[config.mk]
export PLATFORM = sky130hd
export DESIGN_NAME = threshold_relay_alarm_controller_flat
export DESIGN_NICKNAME = d
export VERILOG_FILES = /design/src/sv/tra_pkg.sv /design/src/sv/tra_ifs.sv /design/src/sv/tra_cfg.sv /design/src/sv/tra_core.sv /design/src/sv/threshold_relay_alarm_controller.sv /design/src/flat_wrapper.sv
export SDC_FILE = /design/constraint.sdc
export NUM_CORES = 1
export LEC_CHECK = 0
export ABC_CLOCK_PERIOD_IN_PS = 7790
export BUFFER_PORTS_ARGS = -buffer_cell sky130_fd_sc_hd__clkbuf_2
export CAP_MARGIN = 40
export CORE_MARGIN = 4
export CORE_UTILIZATION = 60
export CTS_CLUSTER_SIZE = 28
export DETAILED_ROUTE_END_ITERATION = 10
export PLACE_DENSITY = 0.87
export SYNTH_ARGS = -nofsm -noshare
export SYNTH_HDL_FRONTEND = slang
export SYNTH_SLANG_ARGS = --single-unit
export TNS_END_PERCENT = 20
[constraint.sdc]
create_clock -name clock -period 7.79 [get_ports clock]
set_clock_uncertainty 0.05 [all_clocks]
set_input_delay 0.779 -clock clock [delete_from_list [all_inputs] [get_ports clock]]
set_output_delay 0.779 -clock clock [all_outputs]
set_load 0.02 [all_outputs]
[src/sv/tra_pkg.sv]
// Shared types and constants for the threshold relay alarm controller.
`timescale 1ns / 1ps

package tra_pkg;

   localparam int SAMPLE_W  = 24;
   localparam int COIL_W    = 8;
   localparam int HOLD_W    = 8;
   localparam int RELAY_W   = 4;
   localparam int RETRY_W   = 4;
   localparam int WARM_W    = 16;
   localparam int TIMER_W   = 16;
   localparam int INDEX_W   = 3;
   localparam int CSR_ADDR_W = 3;
   localparam int CSR_DATA_W = 24;

   // input opcodes
   localparam logic [1:0] OP_TICK      = 2'd0;
   localparam logic [1:0] OP_POLL      = 2'd1;
   localparam logic [1:0] OP_READ_RSP  = 2'd2;
   localparam logic [1:0] OP_WRITE_RSP = 2'd3;

   // relay state codes
   localparam logic [1:0] RLY_UNKNOWN   = 2'd0;
   localparam logic [1:0] RLY_RELEASED  = 2'd1;
   localparam logic [1:0] RLY_ENERGIZED = 2'd2;

   // request kinds
   localparam logic REQ_WRITE = 1'b0;
   localparam logic REQ_READ  = 1'b1;

   // register indexes
   localparam logic [CSR_ADDR_W-1:0] CSR_THRESHOLD = 3'd0;
   localparam logic [CSR_ADDR_W-1:0] CSR_HOLD      = 3'd1;
   localparam logic [CSR_ADDR_W-1:0] CSR_RELAY     = 3'd2;
   localparam logic [CSR_ADDR_W-1:0] CSR_RETRY     = 3'd3;
   localparam logic [CSR_ADDR_W-1:0] CSR_WARMUP    = 3'd4;

   // register reset values
   localparam logic [SAMPLE_W-1:0] THRESHOLD_RST = 24'd0;
   localparam logic [HOLD_W-1:0]   HOLD_RST      = 8'd1;
   localparam logic [RELAY_W-1:0]  RELAY_RST     = 4'd1;
   localparam logic [RETRY_W-1:0]  RETRY_RST     = 4'd3;
   localparam logic [WARM_W-1:0]   WARMUP_RST    = 16'd60;

   typedef struct packed {
      logic [1:0]          opcode;
      logic [SAMPLE_W-1:0] sample;
      logic [COIL_W-1:0]   coil_bits;
   } req_type;

   typedef struct packed {
      logic               request_kind;
      logic               coil_on;
      logic [INDEX_W-1:0] relay_index;
   } rsp_type;

   typedef struct packed {
      logic [SAMPLE_W-1:0] threshold;
      logic [TIMER_W-1:0]  hold_target;
      logic [INDEX_W-1:0]  coil_offset;
      logic [RETRY_W-1:0]  retry_limit;
      logic [WARM_W-1:0]   warmup;
   } cfg_type;

endpackage

[src/sv/tra_ifs.sv]
// Valid/ready channel interfaces: request items, response items, register writes.
`timescale 1ns / 1ps

interface tra_req_if;
   logic                          valid;
   logic                          ready;
   logic [1:0]                    opcode;
   logic [tra_pkg::SAMPLE_W-1:0]  sample;
   logic [tra_pkg::COIL_W-1:0]    coil_bits;
   modport source (output valid, opcode, sample, coil_bits, input ready);
   modport sink   (input valid, opcode, sample, coil_bits, output ready);
endinterface

interface tra_rsp_if;
   logic                         valid;
   logic                         ready;
   logic                         request_kind;
   logic                         coil_on;
   logic [tra_pkg::INDEX_W-1:0]  relay_index;
   modport source (output valid, request_kind, coil_on, relay_index, input ready);
   modport sink   (input valid, request_kind, coil_on, relay_index, output ready);
endinterface

interface tra_csr_if;
   logic                            valid;
   logic                            ready;
   logic [tra_pkg::CSR_ADDR_W-1:0]  addr;
   logic [tra_pkg::CSR_DATA_W-1:0]  wdata;
   modport source (output valid, addr, wdata, input ready);
   modport sink   (input valid, addr, wdata, output ready);
endinterface

[src/sv/tra_cfg.sv]
// Configuration registers and derived hold target / coil offset.
`timescale 1ns / 1ps

module tra_cfg #(
   parameter int TICKS_PER_MINUTE = 60
) (
   input  logic                            clock,
   input  logic                            reset,
   input  logic                            wr_en,
   input  logic [tra_pkg::CSR_ADDR_W-1:0]  wr_addr,
   input  logic [tra_pkg::CSR_DATA_W-1:0]  wr_data,
   output tra_pkg::cfg_type                cfg
);

   localparam int TPM_W  = $clog2(TICKS_PER_MINUTE + 1);
   // wide enough for the full product and for the timer-width cap
   localparam int PROD_W = tra_pkg::HOLD_W + tra_pkg::TIMER_W;
   localparam logic [TPM_W-1:0] TPM = TPM_W'(TICKS_PER_MINUTE);

   logic [tra_pkg::SAMPLE_W-1:0] threshold_ff;
   logic [tra_pkg::HOLD_W-1:0]   hold_ff;
   logic [tra_pkg::RELAY_W-1:0]  relay_ff;
   logic [tra_pkg::RETRY_W-1:0]  retry_ff;
   logic [tra_pkg::WARM_W-1:0]   warmup_ff;
   logic [PROD_W-1:0]            hold_prod;

   always_ff @(posedge clock) begin
      if (reset) begin
         threshold_ff <= tra_pkg::THRESHOLD_RST;
         hold_ff      <= tra_pkg::HOLD_RST;
         relay_ff     <= tra_pkg::RELAY_RST;
         retry_ff     <= tra_pkg::RETRY_RST;
         warmup_ff    <= tra_pkg::WARMUP_RST;
      end else if (wr_en) begin
         unique case (wr_addr)
            tra_pkg::CSR_THRESHOLD: threshold_ff <= wr_data[tra_pkg::SAMPLE_W-1:0];
            tra_pkg::CSR_HOLD:      hold_ff      <= wr_data[tra_pkg::HOLD_W-1:0];
            tra_pkg::CSR_RELAY:     relay_ff     <= wr_data[tra_pkg::RELAY_W-1:0];
            tra_pkg::CSR_RETRY:     retry_ff     <= wr_data[tra_pkg::RETRY_W-1:0];
            tra_pkg::CSR_WARMUP:    warmup_ff    <= wr_data[tra_pkg::WARM_W-1:0];
            default: ;
         endcase
      end
   end

   // hold target saturates at the timer width
   assign hold_prod = PROD_W'(hold_ff) * PROD_W'(TPM);

   always_comb begin
      cfg.threshold   = threshold_ff;
      cfg.retry_limit = retry_ff;
      cfg.warmup      = warmup_ff;
      if (hold_prod > PROD_W'({tra_pkg::TIMER_W{1'b1}})) begin
         cfg.hold_target = '1;
      end else begin
         cfg.hold_target = hold_prod[tra_pkg::TIMER_W-1:0];
      end
      // relay 0 maps to the first coil, anything above 8 to the last
      if (relay_ff == '0) begin
         cfg.coil_offset = '0;
      end else if (relay_ff > tra_pkg::RELAY_W'(8)) begin
         cfg.coil_offset = '1;
      end else begin
         cfg.coil_offset = tra_pkg::INDEX_W'(relay_ff - tra_pkg::RELAY_W'(1));
      end
   end

endmodule

[src/sv/tra_core.sv]
// Alarm control state: warm-up, level tracking, hold timer, retries, relay state.
`timescale 1ns / 1ps

module tra_core (
   input  logic              clock,
   input  logic              reset,
   input  tra_pkg::cfg_type  cfg,
   input  logic              step,
   input  tra_pkg::req_type  item,
   output logic              emit,
   output tra_pkg::rsp_type  rsp
);

   logic                          alarm_ff,   alarm_in;
   logic                          event_ff,   event_in;
   logic                          fire_ff,    fire_in;
   logic [tra_pkg::TIMER_W-1:0]   timer_ff,   timer_in;
   logic [tra_pkg::RETRY_W-1:0]   retry_ff,   retry_in;
   logic [1:0]                    relay_ff,   relay_in;
   logic                          warm_ff,    warm_in;
   logic [tra_pkg::WARM_W-1:0]    wcnt_ff,    wcnt_in;

   always_ff @(posedge clock) begin
      if (reset) begin
         alarm_ff <= 1'b0;
         event_ff <= 1'b0;
         fire_ff  <= 1'b0;
         timer_ff <= '0;
         retry_ff <= '0;
         relay_ff <= tra_pkg::RLY_UNKNOWN;
         warm_ff  <= 1'b0;
         wcnt_ff  <= '0;
      end else if (step) begin
         alarm_ff <= alarm_in;
         event_ff <= event_in;
         fire_ff  <= fire_in;
         timer_ff <= timer_in;
         retry_ff <= retry_in;
         relay_ff <= relay_in;
         warm_ff  <= warm_in;
         wcnt_ff  <= wcnt_in;
      end
   end

   always_comb begin
      logic run;
      logic level;
      logic coil_bit;

      alarm_in = alarm_ff;
      event_in = event_ff;
      fire_in  = fire_ff;
      timer_in = timer_ff;
      retry_in = retry_ff;
      relay_in = relay_ff;
      warm_in  = warm_ff;
      wcnt_in  = wcnt_ff;
      emit     = 1'b0;
      rsp.request_kind = tra_pkg::REQ_WRITE;
      rsp.coil_on      = 1'b0;
      rsp.relay_index  = cfg.coil_offset;
      run      = 1'b0;
      level    = item.sample > cfg.threshold;
      coil_bit = item.coil_bits[cfg.coil_offset];

      unique case (item.opcode)
         tra_pkg::OP_TICK: begin
            run = 1'b1;
            if (!warm_ff) begin
               if (wcnt_ff >= cfg.warmup) begin
                  warm_in = 1'b1;
               end else begin
                  // counting tick: never used for control
                  wcnt_in = wcnt_ff + 1'b1;
                  if (wcnt_in >= cfg.warmup) warm_in = 1'b1;
                  run = 1'b0;
               end
            end
            if (run) begin
               if (level != alarm_ff) begin
                  alarm_in = level;
                  event_in = 1'b1;
                  timer_in = '0;
               end
               if (event_in) begin
                  if (timer_in != '1) timer_in = timer_in + 1'b1;
                  if (timer_in >= cfg.hold_target) begin
                     timer_in = '0;
                     event_in = 1'b0;
                     fire_in  = 1'b1;
                  end
               end
               if (fire_in) begin
                  if (retry_ff >= cfg.retry_limit) begin
                     fire_in  = 1'b0;
                     retry_in = '0;
                  end else begin
                     retry_in    = retry_ff + 1'b1;
                     emit        = 1'b1;
                     rsp.coil_on = alarm_in;
                     relay_in    = tra_pkg::RLY_UNKNOWN;
                  end
               end
            end
         end
         tra_pkg::OP_POLL: begin
            if (!fire_ff && !event_ff) begin
               emit             = 1'b1;
               rsp.request_kind = tra_pkg::REQ_READ;
               rsp.relay_index  = '0;
               relay_in         = tra_pkg::RLY_UNKNOWN;
            end
         end
         tra_pkg::OP_READ_RSP: begin
            if (!fire_ff && !event_ff) begin
               // corrective write when the coil disagrees with the level
               if ((coil_bit && !alarm_ff && relay_ff != tra_pkg::RLY_RELEASED) ||
                   (!coil_bit && alarm_ff && relay_ff != tra_pkg::RLY_ENERGIZED)) begin
                  emit        = 1'b1;
                  rsp.coil_on = alarm_ff;
                  relay_in    = tra_pkg::RLY_UNKNOWN;
               end
            end
         end
         tra_pkg::OP_WRITE_RSP: begin
            if (!alarm_ff && item.coil_bits == '0) begin
               relay_in = tra_pkg::RLY_RELEASED;
               fire_in  = 1'b0;
               retry_in = '0;
            end else if (alarm_ff && item.coil_bits != '0) begin
               relay_in = tra_pkg::RLY_ENERGIZED;
               fire_in  = 1'b0;
               retry_in = '0;
            end
         end
         default: ;
      endcase
   end

endmodule

[src/sv/threshold_relay_alarm_controller.sv]
// Top level of the threshold relay alarm controller.
`timescale 1ns / 1ps

// Channel   Modport  Transfer carries
// --------  -------  ----------------------------------------------
// req_ch    sink     opcode, sample, coil_bits (one event per transfer)
// rsp_ch    source   request_kind, coil_on, relay_index (0 or 1 per event)
// csr_ch    sink     addr (register index), wdata; always ready
//
// One event per cycle sustained while rsp_ch does not stall; the req_ch transfer
// fills the event register, and the result register loads from the control logic.
// reset (synchronous) restores register defaults and clears all control state.
// An rsp_ch stall holds the result register; the event register, if empty, still
// takes one more transfer before req_ch.ready drops.

module threshold_relay_alarm_controller #(
   parameter int TICKS_PER_MINUTE = 60
) (
   input  logic          clock,
   input  logic          reset,
   tra_req_if.sink       req_ch,
   tra_rsp_if.source     rsp_ch,
   tra_csr_if.sink       csr_ch
);

   tra_pkg::cfg_type  cfg;
   tra_pkg::req_type  item_ff;
   tra_pkg::rsp_type  rsp_ff;
   tra_pkg::rsp_type  core_rsp;
   logic              item_vld_ff;
   logic              rsp_vld_ff;
   logic              core_emit;
   logic              step;

   assign csr_ch.ready = 1'b1;

   tra_cfg #(
      .TICKS_PER_MINUTE (TICKS_PER_MINUTE)
   ) u_cfg (
      .clock   (clock),
      .reset   (reset),
      .wr_en   (csr_ch.valid),
      .wr_addr (csr_ch.addr),
      .wr_data (csr_ch.wdata),
      .cfg     (cfg)
   );

   // event register advances when the result register is free or draining
   assign step         = item_vld_ff && (!rsp_vld_ff || rsp_ch.ready);
   assign req_ch.ready = !item_vld_ff || step;

   always_ff @(posedge clock) begin
      if (reset) begin
         item_vld_ff <= 1'b0;
      end else if (req_ch.ready) begin
         item_vld_ff <= req_ch.valid;
      end
   end

   always_ff @(posedge clock) begin
      if (req_ch.ready && req_ch.valid) begin
         item_ff.opcode    <= req_ch.opcode;
         item_ff.sample    <= req_ch.sample;
         item_ff.coil_bits <= req_ch.coil_bits;
      end
   end

   tra_core u_core (
      .clock (clock),
      .reset (reset),
      .cfg   (cfg),
      .step  (step),
      .item  (item_ff),
      .emit  (core_emit),
      .rsp   (core_rsp)
   );

   // result register
   always_ff @(posedge clock) begin
      if (reset) begin
         rsp_vld_ff <= 1'b0;
      end else if (step) begin
         rsp_vld_ff <= core_emit;
      end else if (rsp_ch.ready) begin
         rsp_vld_ff <= 1'b0;
      end
   end

   always_ff @(posedge clock) begin
      if (step && core_emit) begin
         rsp_ff <= core_rsp;
      end
   end

   assign rsp_ch.valid        = rsp_vld_ff;
   assign rsp_ch.request_kind = rsp_ff.request_kind;
   assign rsp_ch.coil_on      = rsp_ff.coil_on;
   assign rsp_ch.relay_index  = rsp_ff.relay_index;

endmodule
[src/flat_wrapper.sv]
// flat-port wrapper written by rule: the top's interface ports become plain ports
module threshold_relay_alarm_controller_flat 
#(
   parameter int TICKS_PER_MINUTE = 60
)
  (clock, reset, req_ch_valid, req_ch_opcode, req_ch_sample, req_ch_coil_bits, req_ch_ready, rsp_ch_valid, rsp_ch_request_kind, rsp_ch_coil_on, rsp_ch_relay_index, rsp_ch_ready, csr_ch_valid, csr_ch_addr, csr_ch_wdata, csr_ch_ready);
  tra_req_if req_ch_i ();
  tra_rsp_if rsp_ch_i ();
  tra_csr_if csr_ch_i ();
  input  logic clock;
  input  logic reset;
  input wire logic [$bits(req_ch_i.valid)-1:0] req_ch_valid;
  input wire logic [$bits(req_ch_i.opcode)-1:0] req_ch_opcode;
  input wire logic [$bits(req_ch_i.sample)-1:0] req_ch_sample;
  input wire logic [$bits(req_ch_i.coil_bits)-1:0] req_ch_coil_bits;
  output wire logic [$bits(req_ch_i.ready)-1:0] req_ch_ready;
  output wire logic [$bits(rsp_ch_i.valid)-1:0] rsp_ch_valid;
  output wire logic [$bits(rsp_ch_i.request_kind)-1:0] rsp_ch_request_kind;
  output wire logic [$bits(rsp_ch_i.coil_on)-1:0] rsp_ch_coil_on;
  output wire logic [$bits(rsp_ch_i.relay_index)-1:0] rsp_ch_relay_index;
  input wire logic [$bits(rsp_ch_i.ready)-1:0] rsp_ch_ready;
  input wire logic [$bits(csr_ch_i.valid)-1:0] csr_ch_valid;
  input wire logic [$bits(csr_ch_i.addr)-1:0] csr_ch_addr;
  input wire logic [$bits(csr_ch_i.wdata)-1:0] csr_ch_wdata;
  output wire logic [$bits(csr_ch_i.ready)-1:0] csr_ch_ready;
  assign req_ch_i.valid = req_ch_valid;
  assign req_ch_i.opcode = req_ch_opcode;
  assign req_ch_i.sample = req_ch_sample;
  assign req_ch_i.coil_bits = req_ch_coil_bits;
  assign req_ch_ready = req_ch_i.ready;
  assign rsp_ch_valid = rsp_ch_i.valid;
  assign rsp_ch_request_kind = rsp_ch_i.request_kind;
  assign rsp_ch_coil_on = rsp_ch_i.coil_on;
  assign rsp_ch_relay_index = rsp_ch_i.relay_index;
  assign rsp_ch_i.ready = rsp_ch_ready;
  assign csr_ch_i.valid = csr_ch_valid;
  assign csr_ch_i.addr = csr_ch_addr;
  assign csr_ch_i.wdata = csr_ch_wdata;
  assign csr_ch_ready = csr_ch_i.ready;
  threshold_relay_alarm_controller #(.TICKS_PER_MINUTE(TICKS_PER_MINUTE)) u_core (.clock(clock), .reset(reset), .req_ch(req_ch_i), .rsp_ch(rsp_ch_i), .csr_ch(csr_ch_i));
endmodule
# After elaboration in Yosys (flattened, before gate mapping)

Cells that the tools add are included.

Bits of input ports: 66
Register bits: 139
Logic and storage cells: 157
Bits in latches: 0
Memory bits (read-only): 0
Memory bits (writable): 0
Memories: 0

Add/sub/neg operators: 4
Shift operators: 0
$mul: 1
Multiplexer cells: 66
Equal/unequal tests: 18
$lt $le $gt $ge: 8
Bitwise operators: 2
Reduce and logical (&&, ||, !) cells: 37
Div/mod/pow operators: 0

Operators by type and width:

| cell                    | number |
|---|---|
| $mux W16                | 10 |
| $ge A16 B16 Y1          | 3 |
| $mux W1                 | 33 |
| $add A16 B1 Y16 const B | 2 |
| $gt A24 B24 Y1          | 1 |
| $mux W4                 | 5 |
| $gt A14 B16 Y1 const B  | 1 |
| $mux W2                 | 8 |
| $ne A16 B16 Y1 const B  | 1 |
| $ne A2 B2 Y1 const B    | 7 |
| $mul A8 B4 Y12 const B  | 1 |
| $mux W3                 | 4 |
| $reduce_and A2 Y1       | 6 |
| $logic_and A1 B1 Y1     | 10 |
| $logic_not A8 Y1        | 1 |
| $pmux W2 S4             | 1 |
| $pmux W4 S2             | 1 |
| $reduce_and A4 Y1       | 2 |
| $reduce_and A8 Y1       | 1 |
| $reduce_bool A8 Y1      | 1 |
| $eq A3 B2 Y1 const B    | 2 |
| $logic_not A1 Y1        | 6 |
| $reduce_and A5 Y1       | 1 |
| $add A4 B1 Y4 const B   | 1 |
| 21 further kinds        | 27 |

# Longest topological paths before layout

Gate-level depths: netlist (run 1).

Depth after elaboration: 20
Depth in mapped cells: 30

# Cells and area by module

Synthesis (run 1) repeated with hierarchy kept, for this count alone.

Cell total of the unflattened synthesis: 986
Area total of the unflattened synthesis: 8,897.3 µm²

By module, submodules not included:

| module                           | cells an instance | times used | area an instance (µm²) |
|---|---|---|---|
| tra_core                         | 585               | 1          | 4,710.8 |
| tra_cfg                          | 349               | 1          | 2,901.5 |
| threshold_relay_alarm_controller | 52                | 1          | 1,285.0 |

# Least setup slack after synthesis (run 1)

Ideal clock, no wire load.

Path kind: register to register
Start point: register u_core.u_cfg.threshold_ff[17] (netlist name)
End point: register u_core.rsp_ff (netlist bit u_core.rsp_ch.coil_on) (enable)
Slack: 1.697 ns
Arrival time: 5.670 ns
Path buffers: 1
Cell stages (with the launch flop): 30
Path through: dfxtp_1 inv_1 ha_1 a21o_1 a21o_1 a21o_1 a21o_1 a21oi_1 nor2_1 a2111oi_0 a21oi_1 ha_1 clkbuf_1 and2_1 ha_1 nand2_1 nor4_4 a31oi_1 and3_1 xnor2_1 nor2_1 ha_1 and4_1 o21a_1 o21ai_0 a21oi_1 o41ai_4 nand2b_2 a221oi_2 nor3_1

Longest elaborated chain between the ends: 19
Elaborated cells on any way between the ends: 23
Classes of those cells: add/sub: 1; order compare: 2; eq/ne: 2; mux: 17; reduce/logical: 1

RTL lines:

| item                                                     | line                                   | text |
|---|---|---|
| start: declaration                                       | tra_cfg.sv:20                          | `logic [tra_pkg::SAMPLE_W-1:0] threshold_ff;` |
| start signal: assignment                                 | tra_cfg.sv:29                          | `threshold_ff <= tra_pkg::THRESHOLD_RST;` |
| start signal: assignment                                 | tra_cfg.sv:36                          | `tra_pkg::CSR_THRESHOLD: threshold_ff <= wr_data[tra_pkg::SAMPLE_W-1:0];` |
| $gt A24 B24 Y1 (*)                                       | tra_core.sv:63                         | `level = item.sample > cfg.threshold;` |
| $ne A1 B1 Y1 (*)                                         | tra_core.sv:80                         | `if (level != alarm_ff) begin` |
| $mux W16                                                 | tra_core.sv:80                         |  |
| $mux W16                                                 | tra_core.sv:79                         | `if (run) begin` |
| $mux W16                                                 | tra_core.sv:66                         | `unique case (item.opcode)` |
| $add A16 B1 Y16 / $ne A16 B16 Y1 (equally long branches) | tra_core.sv:86                         | `if (timer_in != '1) timer_in = timer_in + 1'b1;` |
| $mux W16                                                 | tra_core.sv:86                         |  |
| $mux W16                                                 | tra_core.sv:85                         | `if (event_in) begin` |
| [3 not listed]                                           | -                                      |  |
| $mux W1                                                  | tra_core.sv:87                         | `if (timer_in >= cfg.hold_target) begin` |
| $mux W1 (*)                                              | tra_core.sv:85                         |  |
| $mux W1 (*)                                              | tra_core.sv:79                         |  |
| $mux W1 (*)                                              | tra_core.sv:66                         |  |
| $mux W1 (*)                                              | tra_core.sv:93                         | `if (fire_in) begin` |
| $mux W1 (*)                                              | tra_core.sv:79                         |  |
| $pmux W1 S3 (*)                                          | tra_core.sv:66                         |  |
| $logic_and A1 B1 Y1 (*)                                  | threshold_relay_alarm_controller.sv:90 | `if (step && core_emit) begin` |
| end signal: assignment                                   | threshold_relay_alarm_controller.sv:91 | `rsp_ff <= core_rsp;` |
| end: declaration                                         | threshold_relay_alarm_controller.sv:28 | `tra_pkg::rsp_type rsp_ff;` |

Mark *: on every way between the ends. The rest lies on a longest branch, timed or not. The select of a mux whose other input is x is not followed.
A chain may end at the register's enable or synchronous reset.

# Worst setup path in the final report (run 1)

Same ends and word-level chain as after synthesis.

==> impl_metrics.py, run 1 <==
metrics = {
    "worst_setup_path": {
        "crit_buf_inv": 2,
        "cp-end-kind": "register",
        "r2r-start": "u_core.u_cfg.threshold_ff[17]",
        "critPathTopFamily": "compound AO/OA/AOI/OAI gates",
        "cp_data_required_time_ns": 7.79,
        "setup.worst_path.start": "u_core.u_cfg.threshold_ff[17]",
        "cp_max_fo": 14,
        "startpoint_type": "register",
        "reg2reg_depth": 29,
        "path_class": "register to register",
        "critPathSlowestCell": "nor3_1",
        "cp.depth": 29,
        "reg2reg_slack_ns": 0.87,
        "critPathMaxStageDelay_ns": 0.69,
        "arrival_ns": 6.92,
    },
    "timing": {
        "hold_viol": 0,
        "period_needed_ns": 6.924,
        "timing.fmax_ghz": 0.1444,
        "holdWs_ns": 0.4063,
        "fin_tns_setup_ns": 0,
        "setup_viol": 0,
        "slew_headroom_pct": 46.62,
        "final_max_slew_viol_count": 0,
        "tightest_slew_ns": 0.7946,
        "rsz0062_at_grt": "no",
        "period_share_pct": 88.88,
    },
    "worst_hold_path": {
        "hold_path.class": "register to register",
        "hold_depth": 2,
        "worst_hold_startpoint": "u_core.u_cfg.threshold_ff[10]",
    },
    "yosys": {
        "synth_area_um2": 8289,
        "synthArstFlopShare_pct": 0,
        "synth.distinct_cells": 61,
        "yosysMostFrequentCell": "nand2_1",
        "synth_fp_nets": 1100,
        "yosys-top-cells-area": "dfxtp_1, ha_1, edfxtp_1",
        "synth_common_cells": "nand2_1, dfxtp_1, ha_1",
        "synth_top_area_cell": "dfxtp_1",
        "yosys_warnings": 0,
        "ys_seq_area_share_pct": 38.28,
        "ys.flop_type": "dfxtp_1",
        "synth_area_per_cell_um2": 8.942,
        "synth_top_area_share_pct": 24.15,
        "synth_edf_count": 39,
        "synthCells": 927,
        "ys_seq_elements": 139,
    },
    "cells_and_area": {
        "ff_latch_area_um2": 3173,
        "fillers": 986,
        "multi_input_area_um2": 4742,
        "postLayoutCellArea_um2": 9459,
        "finalNetCount": 1167,
        "diodes": 0,
        "areaGrowthSynthToFinish_pct": 14.11,
        "drive_above_1_share_pct": 11.92,
    },
    "place": {
        "io_buffers": 72,
        "post-dp-hpwl_um": 14070,
        "placed_area_um2": 8831,
        "place_congestion": 0.9254,
    },
    "floorplanning": {
        "die_y_um": 125.5,
        "dieArea_um2": 15760,
        "ios": 74,
        "row_count": 42,
        "die_x_um": 125.5,
        "core_um2": 13400,
        "start_util_pct": 61.86,
    },
    "global_routing": {
        "grt_use_total_pct": 26.12,
        "grt_pass1_wl_um": 33750,
        "grt_pass1_vias": 7009,
        "grt_max_degree": 75,
        "grt-ovfl-total": 0,
        "antenna_found_initial": 0,
    },
    "drt": {
        "first_iter_violations": 553,
        "via_per_inst": 5.860,
        "drt-wirelength-per-cell_um": 16.95,
        "ant_nets": 0,
        "drc": 0,
        "wirelength_um": 20050,
        "vias": 6932,
        "drt-pass1-iter-count": 5,
    },
    "cts": {
        "clock-sinks": 139,
        "htreeDepth": 4,
        "cts_setup_buffers": 0,
        "cts_tree": "done",
        "clk_latency_ns": 0.43,
        "clk_path_buf_depth": 2,
        "root_buffer": "clkbuf_16",
        "cts_resized": 0,
        "numCtsBuffers": 17,
        "clk_pin_slew_ns": 0.06,
        "cts.hold.buffers_added": 0,
    },
    "power": {
        "power_mw": 1.780,
        "p_leak_nw": 4.025,
        "p_per_area_nw_per_um2": 188.1,
        "vdd_drop_max_uv": 185.9,
    },
    "status": {
        "outcome": "completed",
    },
    "job": {
        "drv_cap": 0,
    },
}
kinds of logic after synthesis:
group / Yosys count / share of synthesized area [%]
simple gates: 344 / 19.70
mux: 17 / 2.068
buf+inv: 97 / 4.513
other cells: 1 / 0.04524
compound gates: 175 / 13.10
xor+xnor: 47 / 4.966
flops: 139 / 38.28
fa+ha+maj: 107 / 17.33
metrics by stage:
stage | instances | worst slack, ns | utilization (%)
6_report | 1183 | 0.8663 | 70.59
2_1_floorplan | 927 | 1.697 | -
3_5_place_dp | 1151 | 1.072 | 65.90
5_1_grt | 1183 | 0.2225 | 70.59
3_3_place_gp | 1147 | 1.249 | 65.42
4_1_cts | 1183 | 0.9254 | 70.59
placed cells by master (no fill, tap or decap), types with 23 or more instances in the layout:
cell type / n
clkbuf_2: 71
a21oi_1: 86
nand3_1: 31
o21ai_0: 23
inv_1: 65
edfxtp_1: 39
nand2_1: 142
dfxtp_1: 100
nor2_1: 77
xor2_1: 35
ha_1: 94
path summary, 6_finish.rpt:
kind | end
worst min-delay path | u_core.u_cfg.threshold_ff[10]
worst max register to register | u_core.rsp_ch.coil_on
worst max-delay path | u_core.rsp_ch.coil_on
worst min register to register | u_core.u_cfg.threshold_ff[10]
cell type report:
class	instances	area share [%]
multi-input cells	691	50.13
inverters	66	2.619
well taps	176	2.328
clock inverters	14	1.878
flip-flops and latches	139	33.54
clock buffers	18	4.762
repair buffers	79	4.735
sequential cells by signal, summed over array words and instances (netlist names), 2 cells and up:
register                   flops
u_core.item_ff                34
u_core.u_cfg.threshold_ff     24
u_core.u_cfg.warmup_ff        16
u_core.u_core.timer_ff        16
u_core.u_core.wcnt_ff         16
u_core.u_cfg.hold_ff           8
u_core.u_cfg.relay_ff          4
u_core.u_cfg.retry_ff          4
u_core.u_core.retry_ff         4
u_core.rsp_ch.relay_index      3
u_core.u_core.relay_ff         2
worst register-to-register path, delay by kind of cell (launching register included):
| kind | cells | cell delay, ns |
|---|---|---|
| AND/OR/NAND/NOR | 9 | 2.05 |
| buffers and inverters | 2 | 0.14 |
| flip-flops | 1 | 0.34 |
| XOR/XNOR | 1 | 0.13 |
| adder cells (fa/ha/maj) | 4 | 1.41 |
| AO/OA/AOI/OAI | 13 | 2.44 |
routing by layer:
metal  vias to the layer above  global-route usage, %  routed length (um)
met2                       251                  44.08                9766
met4                         0                  8.737                 451
met1                      3254                  33.40                8607
li1                       3386                      -                   -
met3                        41                  5.586                1228
met5                         -                      0                   0
where the power goes:
part	leakage [nW]	total, mW	internal, mW	switching [mW]
Combinational	2.53	0.144	0.0566	0.0876
Clock	0.309	0.860	0.529	0.331
Sequential	1.19	0.776	0.763	0.0124
Power figures use the tool's default switching activity.
==> run 2, diff against run 1 <==
--- a/config.mk
+++ b/config.mk
@@ -5,7 +5,7 @@
 export SDC_FILE = /design/constraint.sdc
 export NUM_CORES = 1
 export LEC_CHECK = 0
-export ABC_CLOCK_PERIOD_IN_PS = 7790
+export ABC_CLOCK_PERIOD_IN_PS = 7050
 export BUFFER_PORTS_ARGS = -buffer_cell sky130_fd_sc_hd__clkbuf_2
 export CAP_MARGIN = 40
 export CORE_MARGIN = 4
==> constraint.sdc (replaced) <==
create_clock -name clock -period 7.05 [get_ports clock]
set_clock_uncertainty 0.05 [all_clocks]
set_input_delay 0.705 -clock clock [delete_from_list [all_inputs] [get_ports clock]]
set_output_delay 0.705 -clock clock [all_outputs]
set_load 0.02 [all_outputs]
==> impl_metrics.py, run 2 (synthesized netlist as in run 1, its figures left out) <==
metrics = {
    "status": {
        "outcome": "completed",
    },
    "worst_setup_path": {
        "startpoint_type": "register",
        "cp_data_required_time_ns": 7.17,
        "path_class": "register to register",
        "cp-end-kind": "register",
        "cp_max_fo": 14,
        "r2r-start": "u_core.item_ff[25]",
        "arrival_ns": 6.66,
        "setup.worst_path.start": "u_core.item_ff[25]",
    },
    "timing": {
        "tightest_slew_ns": 0.7654,
        "final.setup.worst_slack_ns": 0.5034,
        "timing.fmax_ghz": 0.1528,
        "slew_headroom_pct": 48.97,
        "fin_tns_setup_ns": 0,
        "period_needed_ns": 6.547,
        "rsz0062_at_grt": "no",
        "hold_viol": 0,
        "period_share_pct": 92.86,
        "setup_viol": 0,
        "final_max_slew_viol_count": 0,
    },
    "floorplanning": {
        "die_x_um": 125.5,
        "core_um2": 13400,
        "row_count": 42,
        "dieArea_um2": 15760,
        "die_y_um": 125.5,
        "ios": 74,
        "start_util_pct": 61.86,
    },
    "cells_and_area": {
        "finalNetCount": 1168,
        "diodes": 0,
        "largest_reg_flops": 34,
        "layout_common_cells": "nand2_1, dfxtp_1, ha_1",
        "top_register": "u_core.item_ff",
        "fillers": 972,
        "ff_latch_area_um2": 3173,
        "areaGrowthSynthToFinish_pct": 14.38,
        "top_regs": "u_core.item_ff x34, u_core.u_cfg.threshold_ff x24",
        "multi_input_area_um2": 4760,
        "layout_commonest_cell": "nand2_1",
        "fin_cells": 1184,
        "drive_above_1_share_pct": 12.10,
    },
    "cts": {
        "clk_latency_ns": 0.43,
        "cts_tree": "done",
        "clock-sinks": 139,
        "htreeDepth": 4,
        "cts_setup_buffers": 0,
        "numCtsBuffers": 17,
        "clk_pin_slew_ns": 0.06,
        "cts.hold.buffers_added": 0,
        "clk_path_buf_depth": 2,
        "cts_resized": 0,
        "root_buffer": "clkbuf_16",
    },
    "drt": {
        "drc": 0,
        "first_iter_violations": 598,
        "vias": 6987,
        "ant_nets": 0,
        "via_per_inst": 5.901,
        "drt-pass1-iter-count": 5,
        "drt-wirelength-per-cell_um": 16.42,
        "wirelength_um": 19450,
    },
    "place": {
        "preCtsSetupSlack_ns": 0.2144,
        "place_congestion": 0.9493,
        "post-dp-hpwl_um": 13840,
        "dp_cells": 1152,
        "io_buffers": 72,
    },
    "global_routing": {
        "grt-ovfl-total": 0,
        "grt_pass1_wl_um": 32640,
        "grt_use_total_pct": 25.30,
        "grt_pass1_vias": 6864,
        "grt_max_degree": 68,
        "antenna_found_initial": 0,
    },
    "worst_hold_path": {
        "hold_path.class": "input port to register",
        "worst_hold_startpoint": "req_ch_sample[13]",
    },
    "job": {
        "drv_cap": 0,
    },
    "power": {
        "p_per_area_nw_per_um2": 206.1,
        "vdd_drop_max_uv": 180.3,
        "p_leak_nw": 4.033,
    },
}
## run 2: changes by cell type in the layout (fill, tap and decap cells not counted), sizes merged
cell / change
clkinvlp: -1
clkinv: +2
inv: -3
buf: +1
clkbuf: +2
## run 2: cell type report
class                           instances  share of cell area [%]
Multi-Input combinational cell        691                   50.20
Clock inverter                         12                   1.663
Timing Repair Buffer                   80                   4.803
Clock buffer                           20                   4.935
Inverter                               66                   2.613
Tap cell                              176                   2.323
Sequential cell                       139                   33.47
## run 2: routing by layer
layer | up-vias | GRT usage, % | routed length [um]
li1 | 3372 | - | -
met1 | 3274 | 33.32 | 8218
met2 | 281 | 41.41 | 9367
met3 | 60 | 4.733 | 1304
met4 | 0 | 9.821 | 554
met5 | - | 0 | 0
## run 2: per-stage QoR
stage	hold slack (ns)	power, mW	util [%]	area [um2]
floorplan	0.3863	0.9681	-	8289
global route	0.3913	2.022	70.76	9482
detailed placement	0.3965	1.027	65.96	8838
global placement	0.3928	1.019	65.47	8773
finish	0.3981	1.955	70.76	9482
CTS	0.3950	1.960	70.63	9464
## run 2: final timing paths
path                                  end  slack [ns]  cells past startpoint
min reg2reg  u_core.u_cfg.threshold_ff[3]        0.40                      2
min                    u_core.item_ff[21]        0.40                      1
max            u_core.rsp_ch.request_kind        0.50                     27
max reg2reg    u_core.rsp_ch.request_kind        0.50                     27
## run 2: worst max-delay path, cell delays in order (launching register included)
cell	delay (ns)
edfxtp_1	0.39
ha_1	0.33
a21o_1	0.19
a21o_1	0.19
a21o_1	0.18
a21o_1	0.17
a21oi_1	0.14
nor2_1	0.06
a2111oi_0	0.39
a21oi_1	0.17
ha_4	0.42
and2_1	0.17
ha_1	0.20
nand2_1	0.12
nor4_4	0.36
a31oi_1	0.21
nor2b_1	0.21
nand3_1	0.11
xor2_1	0.20
ha_1	0.28
a21oi_1	0.16
o21ai_0	0.11
a31oi_1	0.20
a21oi_1	0.18
o41ai_4	0.44
nand2b_2	0.16
a221oi_2	0.34
nor3_2	0.15
## run 2: report_power, final
part	internal, mW	total (mW)	switching, mW
Clock	0.590	0.938	0.348
Sequential	0.844	0.857	0.0136
Combinational	0.0638	0.159	0.0954
